File: src/sv/cli_pkg.sv
// Package with sizes, codes and field widths of the cursor list.
package cli_pkg;

  localparam int unsigned CAPACITY   = 64;
  localparam int unsigned VALUE_BITS = 32;

  localparam int unsigned IDX_W = $clog2(CAPACITY);
  localparam int unsigned CNT_W = $clog2(CAPACITY + 1);

  localparam int unsigned ACTION_W    = 2;
  localparam int unsigned NEW_VALUE_W = 32;
  localparam int unsigned OUT_VALUE_W = 32;
  localparam int unsigned STATUS_W    = 2;

  localparam logic [ACTION_W-1:0] ACT_NEXT   = 2'd0;
  localparam logic [ACTION_W-1:0] ACT_INSERT = 2'd1;
  localparam logic [ACTION_W-1:0] ACT_DELETE = 2'd2;

  localparam logic [STATUS_W-1:0] ST_OK    = 2'd0;
  localparam logic [STATUS_W-1:0] ST_EMPTY = 2'd1;
  localparam logic [STATUS_W-1:0] ST_FULL  = 2'd2;
  localparam logic [STATUS_W-1:0] ST_NOCUR = 2'd3;

endpackage

File: src/sv/cli_ram.sv
// Generic simple dual-port RAM with one write port and one registered read port.
module cli_ram #(
  parameter int unsigned WIDTH = 32,
  parameter int unsigned DEPTH = 64
) (
  input  logic                     clk_i,
  input  logic                     wr_en_i,
  input  logic [$clog2(DEPTH)-1:0] wr_addr_i,
  input  logic [WIDTH-1:0]         wr_data_i,
  input  logic                     rd_en_i,
  input  logic [$clog2(DEPTH)-1:0] rd_addr_i,
  output logic [WIDTH-1:0]         rd_data_o
);

  logic [WIDTH-1:0] mem_q [DEPTH];
  logic [WIDTH-1:0] rd_data_q;

  // Write port.
  always_ff @(posedge clk_i) begin
    if (wr_en_i) begin
      mem_q[wr_addr_i] <= wr_data_i;
    end
  end

  // Read port, registered.
  always_ff @(posedge clk_i) begin
    if (rd_en_i) begin
      rd_data_q <= mem_q[rd_addr_i];
    end
  end

  assign rd_data_o = rd_data_q;

endmodule

File: src/sv/cursor_list_insert_delete.sv
// Cursor list: an ordered list in RAM with next, insert and delete at a cursor.
//
// Input channel (s_axis): one beat is one command. tuser carries the action
// (next, insert before cursor, delete at cursor), tdata the value to insert.
// Output channel (m_axis): exactly one beat per command. tdata carries the
// entry reached by a next, zero otherwise; tuser carries the status.
// The list lives in a single RAM with a registered read port. Insert and
// delete move the entries behind the cursor one place per cycle, reading
// one entry while writing the entry that the previous read returned.
// Next reads the RAM and captures the entry; insert shifts the entries
// from the cursor up, then writes the new value; delete shifts those above
// the cursor down; error results and the unused action go straight to the result.
// One command is in work at a time; the shift length, set by the one RAM
// write port, decides the rate.
// The result sits in an output register, so the next command is accepted
// while it waits; if the receiver stalls, a finished result holds in the
// work engine until the output register frees up.
// Reset empties the list and clears the cursor to "no current entry"; the
// RAM needs no clearing, since only entries below the count are ever read.
module cursor_list_insert_delete (
  input  logic                             clk_i,
  input  logic                             rst_ni,
  input  logic                             s_axis_tvalid,
  output logic                             s_axis_tready,
  input  logic [cli_pkg::NEW_VALUE_W-1:0]  s_axis_tdata,  // [31:0] new_value
  input  logic [cli_pkg::ACTION_W-1:0]     s_axis_tuser,  // [1:0] action
  output logic                             m_axis_tvalid,
  input  logic                             m_axis_tready,
  output logic [cli_pkg::OUT_VALUE_W-1:0]  m_axis_tdata,  // [31:0] out_value
  output logic [cli_pkg::STATUS_W-1:0]     m_axis_tuser   // [1:0] status
);

  import cli_pkg::*;

  localparam logic [2:0] S_IDLE    = 3'd0;
  localparam logic [2:0] S_NEXT_RD = 3'd1;
  localparam logic [2:0] S_INS_SH  = 3'd2;
  localparam logic [2:0] S_INS_WR  = 3'd3;
  localparam logic [2:0] S_DEL_SH  = 3'd4;
  localparam logic [2:0] S_DONE    = 3'd5;

  logic [2:0]             state_q, state_d;
  logic [CNT_W-1:0]       count_q, count_d;
  logic [CNT_W-1:0]       cur_q, cur_d;
  logic                   cur_none_q, cur_none_d;
  logic [CNT_W-1:0]       idx_q, idx_d;
  logic [VALUE_BITS-1:0]  val_q, val_d;
  logic [OUT_VALUE_W-1:0] res_value_q, res_value_d;
  logic [STATUS_W-1:0]    res_status_q, res_status_d;
  logic                   out_valid_q, out_valid_d;
  logic [OUT_VALUE_W-1:0] out_value_q, out_value_d;
  logic [STATUS_W-1:0]    out_status_q, out_status_d;

  logic                   wr_en;
  logic [IDX_W-1:0]       wr_addr;
  logic [VALUE_BITS-1:0]  wr_data;
  logic                   rd_en;
  logic [IDX_W-1:0]       rd_addr;
  logic [VALUE_BITS-1:0]  rd_data;

  logic                   in_beat;
  logic                   out_free;
  logic [CNT_W-1:0]       next_cur;
  logic [CNT_W-1:0]       ins_cur;

  assign in_beat  = s_axis_tvalid && s_axis_tready;
  assign out_free = !out_valid_q || m_axis_tready;
  assign s_axis_tready = (state_q == S_IDLE);

  // Cursor targets for next and insert.
  always_comb begin
    next_cur = cur_none_q ? '0 : cur_q + CNT_W'(1);
    if (next_cur >= count_q) begin
      next_cur = '0;
    end
    ins_cur = cur_none_q ? '0 : cur_q;
    if (ins_cur > count_q) begin
      ins_cur = count_q;
    end
  end

  // Command sequencer. Shifts read one entry ahead of the write, so the
  // read and write addresses never meet in the same cycle.
  always_comb begin
    state_d      = state_q;
    count_d      = count_q;
    cur_d        = cur_q;
    cur_none_d   = cur_none_q;
    idx_d        = idx_q;
    val_d        = val_q;
    res_value_d  = res_value_q;
    res_status_d = res_status_q;
    wr_en        = 1'b0;
    wr_addr      = idx_q[IDX_W-1:0];
    wr_data      = rd_data;
    rd_en        = 1'b0;
    rd_addr      = '0;

    case (state_q)
      S_IDLE: begin
        if (in_beat) begin
          res_value_d  = '0;
          res_status_d = ST_OK;
          state_d      = S_DONE;
          case (s_axis_tuser)
            ACT_NEXT: begin
              if (count_q == '0) begin
                res_status_d = ST_EMPTY;
              end else begin
                cur_d      = next_cur;
                cur_none_d = 1'b0;
                rd_en      = 1'b1;
                rd_addr    = next_cur[IDX_W-1:0];
                state_d    = S_NEXT_RD;
              end
            end
            ACT_INSERT: begin
              if (count_q >= CNT_W'(CAPACITY)) begin
                res_status_d = ST_FULL;
              end else begin
                cur_d      = ins_cur;
                cur_none_d = 1'b0;
                val_d      = VALUE_BITS'(s_axis_tdata);
                if (ins_cur == count_q) begin
                  state_d = S_INS_WR;
                end else begin
                  idx_d   = count_q;
                  rd_en   = 1'b1;
                  rd_addr = IDX_W'(count_q - CNT_W'(1));
                  state_d = S_INS_SH;
                end
              end
            end
            ACT_DELETE: begin
              if (cur_none_q || cur_q >= count_q) begin
                res_status_d = ST_NOCUR;
              end else if (cur_q == count_q - CNT_W'(1)) begin
                count_d = count_q - CNT_W'(1);
              end else begin
                idx_d   = cur_q;
                rd_en   = 1'b1;
                rd_addr = IDX_W'(cur_q + CNT_W'(1));
                state_d = S_DEL_SH;
              end
            end
            default: begin
              // Unused action: plain ok result, nothing changes.
            end
          endcase
        end
      end
      S_NEXT_RD: begin
        res_value_d = OUT_VALUE_W'(rd_data);
        state_d     = S_DONE;
      end
      S_INS_SH: begin
        // Entry idx-1 arrived; it moves up to idx.
        wr_en = 1'b1;
        idx_d = idx_q - CNT_W'(1);
        if (idx_q - CNT_W'(1) == cur_q) begin
          state_d = S_INS_WR;
        end else begin
          rd_en   = 1'b1;
          rd_addr = IDX_W'(idx_q - CNT_W'(2));
        end
      end
      S_INS_WR: begin
        wr_en   = 1'b1;
        wr_addr = cur_q[IDX_W-1:0];
        wr_data = val_q;
        count_d = count_q + CNT_W'(1);
        state_d = S_DONE;
      end
      S_DEL_SH: begin
        // Entry idx+1 arrived; it moves down to idx.
        wr_en = 1'b1;
        idx_d = idx_q + CNT_W'(1);
        if (idx_q + CNT_W'(1) == count_q - CNT_W'(1)) begin
          count_d = count_q - CNT_W'(1);
          state_d = S_DONE;
        end else begin
          rd_en   = 1'b1;
          rd_addr = IDX_W'(idx_q + CNT_W'(2));
        end
      end
      S_DONE: begin
        if (out_free) begin
          state_d = S_IDLE;
        end
      end
      default: begin
        state_d = S_IDLE;
      end
    endcase
  end

  // Output register, loaded as a result leaves the sequencer.
  always_comb begin
    out_valid_d  = out_valid_q;
    out_value_d  = out_value_q;
    out_status_d = out_status_q;
    if (out_valid_q && m_axis_tready) begin
      out_valid_d = 1'b0;
    end
    if (state_q == S_DONE && out_free) begin
      out_valid_d  = 1'b1;
      out_value_d  = res_value_q;
      out_status_d = res_status_q;
    end
  end

  // Control state.
  always_ff @(posedge clk_i or negedge rst_ni) begin
    if (!rst_ni) begin
      state_q     <= S_IDLE;
      count_q     <= '0;
      cur_q       <= '0;
      cur_none_q  <= 1'b1;
      out_valid_q <= 1'b0;
    end else begin
      state_q     <= state_d;
      count_q     <= count_d;
      cur_q       <= cur_d;
      cur_none_q  <= cur_none_d;
      out_valid_q <= out_valid_d;
    end
  end

  // Payload registers.
  always_ff @(posedge clk_i) begin
    idx_q        <= idx_d;
    val_q        <= val_d;
    res_value_q  <= res_value_d;
    res_status_q <= res_status_d;
    out_value_q  <= out_value_d;
    out_status_q <= out_status_d;
  end

  cli_ram #(
    .WIDTH(VALUE_BITS),
    .DEPTH(CAPACITY)
  ) u_entries (
    .clk_i    (clk_i),
    .wr_en_i  (wr_en),
    .wr_addr_i(wr_addr),
    .wr_data_i(wr_data),
    .rd_en_i  (rd_en),
    .rd_addr_i(rd_addr),
    .rd_data_o(rd_data)
  );

  assign m_axis_tvalid = out_valid_q;
  assign m_axis_tdata  = out_value_q;
  assign m_axis_tuser  = out_status_q;

endmodule

File: config.mk
export PLATFORM = sky130hd
export DESIGN_NAME = cursor_list_insert_delete
export DESIGN_NICKNAME = d
export VERILOG_FILES = /design/src/sv/cli_pkg.sv /design/src/sv/cli_ram.sv /design/src/sv/cursor_list_insert_delete.sv
export SDC_FILE = /design/constraint.sdc
export NUM_CORES = 2
export LEC_CHECK = 0
export BUFFER_PORTS_ARGS = -buffer_cell sky130_fd_sc_hd__buf_2
export CORE_ASPECT_RATIO = 1.4
export CORE_MARGIN = 3
export CORE_UTILIZATION = 42
export DETAILED_ROUTE_END_ITERATION = 12
export GPL_TIMING_DRIVEN = 0
export PLACE_DENSITY_LB_ADDON = 0.05
export SYNTH_ARGS = -nofsm -noshare
export SYNTH_HDL_FRONTEND = slang
export SYNTH_SLANG_ARGS = --single-unit
export TNS_END_PERCENT = 1
File: constraint.sdc
create_clock -name clk_i -period 8.7 [get_ports clk_i]
set_input_delay 0.435 -clock clk_i [delete_from_list [all_inputs] [get_ports clk_i]]
set_output_delay 0.435 -clock clk_i [all_outputs]
set_load 0.02 [all_outputs]
# Yosys cells after proc, flatten, opt, wreduce, memory -nomap -nowiden
# Memory sizes are Yosys's and may differ from the RTL's. A register that Yosys moved wholly into a read port is not among the register bits.
# Index checks and enable logic that the tools add are counted.
# op_classes
add_sub_neg,7
magnitude_cmp,4
n_eq_ne,25
muxes,67
bitwise,1
n_reduce_logical,23
# op_table
op,count
$mux 7,16
$mux 32,2
$pmux 32 s2,1
$mux 6,9
$pmux 7 s3,2
$pmux 6 s3,2
$eq 7x7->1,4
$pmux 7 s2,2
$add 7x1->7 const B,3
$mux 1,19
$mux 3,6
$pmux 3 s5,1
$ge 7x7->1,2
$sub 7x1->7 const B,2
$ne 2x2->1 const B,6
$ne 3x3->1 const B,4
$pmux 3 s3,1
$reduce_and 4->1,2
$ge 7x7->1 const B,1
$gt 7x7->1,1
$logic_not 7->1,1
$reduce_and 7->1,1
$add 6x2->6 const B,1
$eq 3x2->1 const B,2
24 further kinds,36
# totals
register_bits,126
ram_bits,2048
inputBits,38
output_inout_bits,36
elab_cells,139
memories,1
# mem_list
memory,words,width,read_ports,rd_ports_with_merged_regs,write_ports,line_no,source
u_entries.mem_q,64,32,1,1,1,cli_ram.sv:15,logic [WIDTH-1:0] mem_q [DEPTH];

# Longest topological paths before layout
# logic_depth
word_depth,9
mapped_depth,23
mapped_depth_nobuf,16

# Cells and area by module
# Synthesis repeated with hierarchy kept, for this count alone.
# unflattened
cells_unflattened,4193
area_unflattened_um2,86500.5
# modules_own_cells
mod,n_inst,cells_each,area_per_inst_um2,seq_area_each_um2
cli_ram,1,3511,79359.9,62459.9
cursor_list_insert_delete,1,682,7140.6,3689.8

# Least setup slack after synthesis
# Ideal clock, no wire load.
# synth_timing
path_kind,register to register
from,register cur_none_q
to,"register u_entries.rd_data_q[0] (netlist: u_entries.rd_data_o[0]), read port of u_entries.mem_q (enable)"
setup_time_ps,466
arrival_ps,4946
required_ps,8234
path_slack_ps,3288
stages_incl_launch_ff,14
n_path_buf,2
period_less_slack_ps,5412
cell_sequence,dfstp_2 -> clkbuf_1 -> clkbuf_1 -> nor2b_1 -> ha_1 -> a21o_1 -> a21oi_1 -> a31oi_2 -> a41oi_1 -> or2_1 -> nand2_1 -> nand2_1 -> nor2_1 -> o21ai_0
# synth_between
elab_chain_len,9
elab_cells_between_ends,21
cone_classes,order compare (2); eq/ne (1); mux (17); reduce/logical (1)
# synth_lines
element,line_no,source
"start, declared",cursor_list_insert_delete.sv:45,"logic cur_none_q, cur_none_d;"
"start signal, assigned",cursor_list_insert_delete.sv:224,cur_none_q <= cur_none_d;
$mux 7,cursor_list_insert_delete.sv:76,ins_cur = cur_none_q ? '0 : cur_q;
$gt 7x7->1,cursor_list_insert_delete.sv:77,if (ins_cur > count_q) begin
$mux 7,cursor_list_insert_delete.sv:77,
$eq 7x7->1,cursor_list_insert_delete.sv:124,if (ins_cur == count_q) begin
$mux 1,cursor_list_insert_delete.sv:124,
$mux 1,cursor_list_insert_delete.sv:118,if (count_q >= CNT_W'(CAPACITY)) begin
$pmux 1 s3 (*),cursor_list_insert_delete.sv:105,case (s_axis_tuser)
$mux 1 (*),cursor_list_insert_delete.sv:101,if (in_beat) begin
$pmux 1 s3 (*),cursor_list_insert_delete.sv:99,case (state_q)
named net rd_en,cursor_list_insert_delete.sv:57,logic rd_en;
"end, declared",cli_ram.sv:16,logic [WIDTH-1:0] rd_data_q;
# The timed path passes the listed nets; every way through them passes the cells marked *.
# A chain may end at the register's enable or synchronous reset.

# Worst setup path after layout
# layout_timing
from,register cur_q[2]
to,"register u_entries.rd_data_q[19] (netlist: u_entries.rd_data_o[19]), read port of u_entries.mem_q, data pin"
# layout_between
elab_chain_len,9
elab_cells_between_ends,29
cone_classes,add/sub (1); order compare (3); eq/ne (3); mux (21); reduce/logical (1)
# layout_lines
element,line_no,source
"start, declared",cursor_list_insert_delete.sv:44,"logic [CNT_W-1:0] cur_q, cur_d;"
"start signal, assigned",cursor_list_insert_delete.sv:223,cur_q <= cur_d;
branches (longest 9 deep; another with $add 7x1->7),n/a,
# Several ways; the timed one is not identified.

==> results.py <==
metrics = {
    "logic_synthesis": {
        "synth_area_sq_um": 88400,
        "synthArstFlopShare_pct": 0.861,
        "yosysUniqueCellTypes": 84,
        "synthTopCellsByCount": "2187 x edfxtp_1, 1245 x nand2_1, 431 x mux2i_1",
        "syn_inst": 5942,
        "synth_compound_area_share_pct": 6.96,
        "avgSynthCellArea_sq_um": 14.9,
        "synth-adder-area-share_pct": 0.425,
        "ys_warn_count": 0,
        "yosysMostFrequentCell": "edfxtp_1",
        "synth.area.mux_share_pct": 4.89,
        "synth_area_leaders": "edfxtp_1 74%, nand2_1 5.3%, mux2i_1 4.9%, and3_1 2.1%, a32oi_1 1.1%",
        "ys_seq_elements": 2206,
        "synth_edf_count": 2187,
        "mappedNetlistNets": 6010,
        "synthFlopType": "edfxtp_1",
        "synth_top_family_by_area": "simple AND/OR/NAND/NOR gates",
        "synth_top_area_share_pct": 74.3,
        "synth_xor_area_share_pct": 0.530,
        "synthSimpleGateAreaFrac_pct": 10.1,
        "yosysSeqAreaShare_pct": 74.9,
        "yosysTopAreaCell": "edfxtp_1",
    },
    "clock_tree": {
        "cts_tree": "built",
        "htreeDepth": 4,
        "worstSkewPairLatency_ns": 0.91,
        "cts_buffers": 221,
        "clock-root-buffer": "clkbuf_16",
        "clock-sinks": 2206,
        "clkTransAtPathRegs_ns": 0.07,
        "cts_setup_buffers": 0,
        "clock_path_buffers": 4,
    },
    "global_route": {
        "track_usage_pct": 30.2,
        "grt_max_degree": 65,
        "overflow": 0,
        "antenna_found_initial": 32,
        "grt_pass1_wl_mm": 450,
        "grt_pass1_vias": 55000,
    },
    "power_and_ir_drop": {
        "seqPwrFrac_pct": 35.3,
        "vdd_ir_drop_max_mv": 0.245,
        "power_density_nw_per_um2": 397,
        "clkPwrFrac_pct": 22.6,
        "total_power_mw": 40.8,
        "p_sw_share_pct": 42.4,
        "p_comb_share_pct": 42.2,
        "p_leak_nw": 36.2,
        "p_int_mw": 23.5,
        "p_switching_mw": 17.3,
    },
    "drt": {
        "via_per_inst": 5.95,
        "ant_nets": 0,
        "vias": 55800,
        "wl_per_cell_um": 35.5,
        "drc": 0,
        "firstDrtPassIters": 9,
        "drt_iter0_markers": 6590,
        "drt_wl_total_mm": 333,
    },
    "critical_path": {
        "cp-start-kind": "flop",
        "critical_path_class": "flop to flop",
        "cp.arrival_ns": 9.23,
        "worstPathMaxFanout": 10,
        "crit_required_ns": 9.19,
        "worstSetupEndpointType": "flop",
    },
    "place": {
        "gp_congestion": 0.925,
        "dp_hpwl_mm": 235,
        "io_buffers": 71,
    },
    "final_layout": {
        "postLayoutCoreUtil_pct": 49.2,
        "drive_gt1_share_pct": 13.3,
        "syn2layout_area_growth_pct": 16.1,
        "nNetsFinal": 6464,
    },
    "outcome": {
        "violations": "setup timing",
        "status": "finished, violations left",
    },
    "timing": {
        "max_slew_margin_pct": 3.75,
        "setup_ws_ns": -0.0446,
        "worst_slew_pin_slew_ns": 1.44,
        "clock_skew_ns": 0.0552,
        "setup_viol": 1,
        "drv_slew": 0,
        "period_share_pct": 101,
        "rsz0062_at_grt": "false",
        "fmax_mhz": 114,
        "hold_violations": 0,
        "fin_crit_ns": 8.74,
    },
    "job": {
        "drv_cap": 0,
    },
    "hold_path": {
        "min-delay-path-class": "input port to flop",
    },
    "floorplan": {
        "die_x_um": 394,
        "ios": 74,
        "initial_utilization_pct": 42.4,
        "dieArea_sq_um": 216000,
        "rows": 198,
        "die_h_um": 549,
        "coreArea_sq_um": 209000,
    },
}
==> layout by cell type (no fill, tap or decap), types with 26 or more instances in the layout <==
| cell | instances |
|---|---|
| edfxtp_1 | 2187 |
| buf_2 | 217 |
| a211oi_1 | 102 |
| nand3_1 | 160 |
| a311oi_1 | 59 |
| a31oi_1 | 85 |
| nor2_1 | 49 |
| clkbuf_1 | 229 |
| nand2_1 | 1213 |
| and3_1 | 302 |
| o41ai_1 | 51 |
| o22ai_1 | 123 |
| nor2_4 | 65 |
| and2_1 | 38 |
| dlygate4sd3_1 | 34 |
| o221ai_1 | 43 |
| mux2i_1 | 431 |
| a32oi_1 | 107 |
| nor4_1 | 35 |
| o21ai_0 | 34 |
| nand2_4 | 26 |
| buf_12 | 71 |
| ha_1 | 30 |
| buf_4 | 56 |
| xnor2_1 | 31 |
| clkbuf_16 | 223 |
| clkinv_2 | 41 |
| clkinv_1 | 67 |
| a21oi_1 | 32 |
| nor3_1 | 38 |
==> layout make-up <==
type | instances | area, sq um
antenna | 10 | 25.0
buffer | 395 | 1880
clock buffer | 267 | 5750
clock inverter | 132 | 990
fill | 18000 | 106000
inverter | 23 | 86.3
multi-input combinational | 3318 | 21300
sequential | 2206 | 66100
tap | 2800 | 3500
timing repair buffer | 231 | 3010
==> power groups by stage <==
stage | clock [mW] | sequential (mW) | combinational [mW]
after floorplan | 0 | 14.7 | 7.58
final | 9.21 | 14.4 | 17.2
after CTS | 9.33 | 14.4 | 16.9
after detailed placement | 0 | 14.6 | 16.9
after global placement | 0 | 15.0 | 15.6
after global routing | 9.72 | 14.4 | 17.7
==> path summary, 6_finish.rpt <==
check,startpoint,cells past startpoint,endpoint,slack (ns)
max in group asynchronous,rst_ni,2,cur_q[1],8.23
hold reg to reg,res_value_q[0],0,m_axis_tdata[0],0.40
hold / removal,s_axis_tvalid,5,state_q[2],0.03
setup reg to reg,cur_q[2],20,u_entries.rd_data_o[19],-0.04
setup / recovery,cur_q[2],20,u_entries.rd_data_o[19],-0.04
min in group asynchronous,rst_ni,2,count_q[5],0.09
==> timing repair <==
item	in CTS	in global routing
pin swaps	0	0
gates resized for setup	2	3
cloned	0	0
setup endpoints to repair	2	3
hold buffers	34	0
hold endpoints to repair	52	0
==> worst max-delay path, stage by stage (launching register included) <==
cell,delay (ns)
dfrtp_1,0.36
clkbuf_1,0.38
clkbuf_1,0.52
nand3_1,0.21
nor2_1,0.17
xnor2_1,0.35
nor2_1,0.09
ha_1,0.32
a21o_1,0.17
a21o_1,0.18
a211oi_1,0.88
nand3_1,0.27
and2_1,0.28
o211ai_1,0.81
buf_4,0.36
buf_6,0.16
nand3_1,0.57
clkbuf_1,0.56
o221ai_1,0.31
a211oi_1,0.17
o32ai_1,1.17
==> per-stage QoR <==
step / hold slack, ns / cells / area (sq um) / setup WS [ns] / TNS, ns
2_1_floorplan: 0.139 / 5942 / 88400 / 3.29 / 0
3_5_place_dp: 0.405 / 8939 / 95500 / -0.0972 / -0.0972
3_3_place_gp: 0.400 / 8813 / 92200 / -2.25 / -37.97
5_1_grt: 0.0585 / 9373 / 103000 / 0.00324 / 0
6_report: 0.0315 / 9382 / 103000 / -0.0446 / -0.0446
4_1_cts: 0.0148 / 9372 / 103000 / 0.0796 / 0
==> flip-flops by register name (all words and copies together), names as in the netlist <==
signal,flops
u_entries.mem_q,2048
m_axis_tdata,32
res_value_q,32
u_entries.rd_data_o,32
val_q,32
count_q,7
cur_q,7
idx_q,7
state_q,3
m_axis_tuser,2
res_status_q,2
cur_none_q,1
m_axis_tvalid,1
==> cell families (layout without fill, tap and decap cells) <==
| kind of cell | Yosys count | in the layout |
|---|---|---|
| mux | 432 | 432 |
| flops | 2206 | 2206 |
| buf+inv | 418 | 1048 |
| fa+ha+maj | 30 | 30 |
| simple gates | 2004 | 2004 |
| other cells | 0 | 10 |
| compound gates | 801 | 801 |
| xor+xnor | 51 | 51 |
==> layer usage <==
| layer | vias to the layer above | part of all wire [%] | track usage (%) |
|---|---|---|---|
| met5 | - | 0.042 | 0 |
| met4 | 20 | 6.6 | 17.0 |
| met3 | 746 | 7.4 | 5.55 |
| met2 | 2604 | 50 | 52.8 |
| met1 | 28600 | 36 | 35.0 |
| li1 | 23800 | - | - |
(Power assumes the default switching activity.)
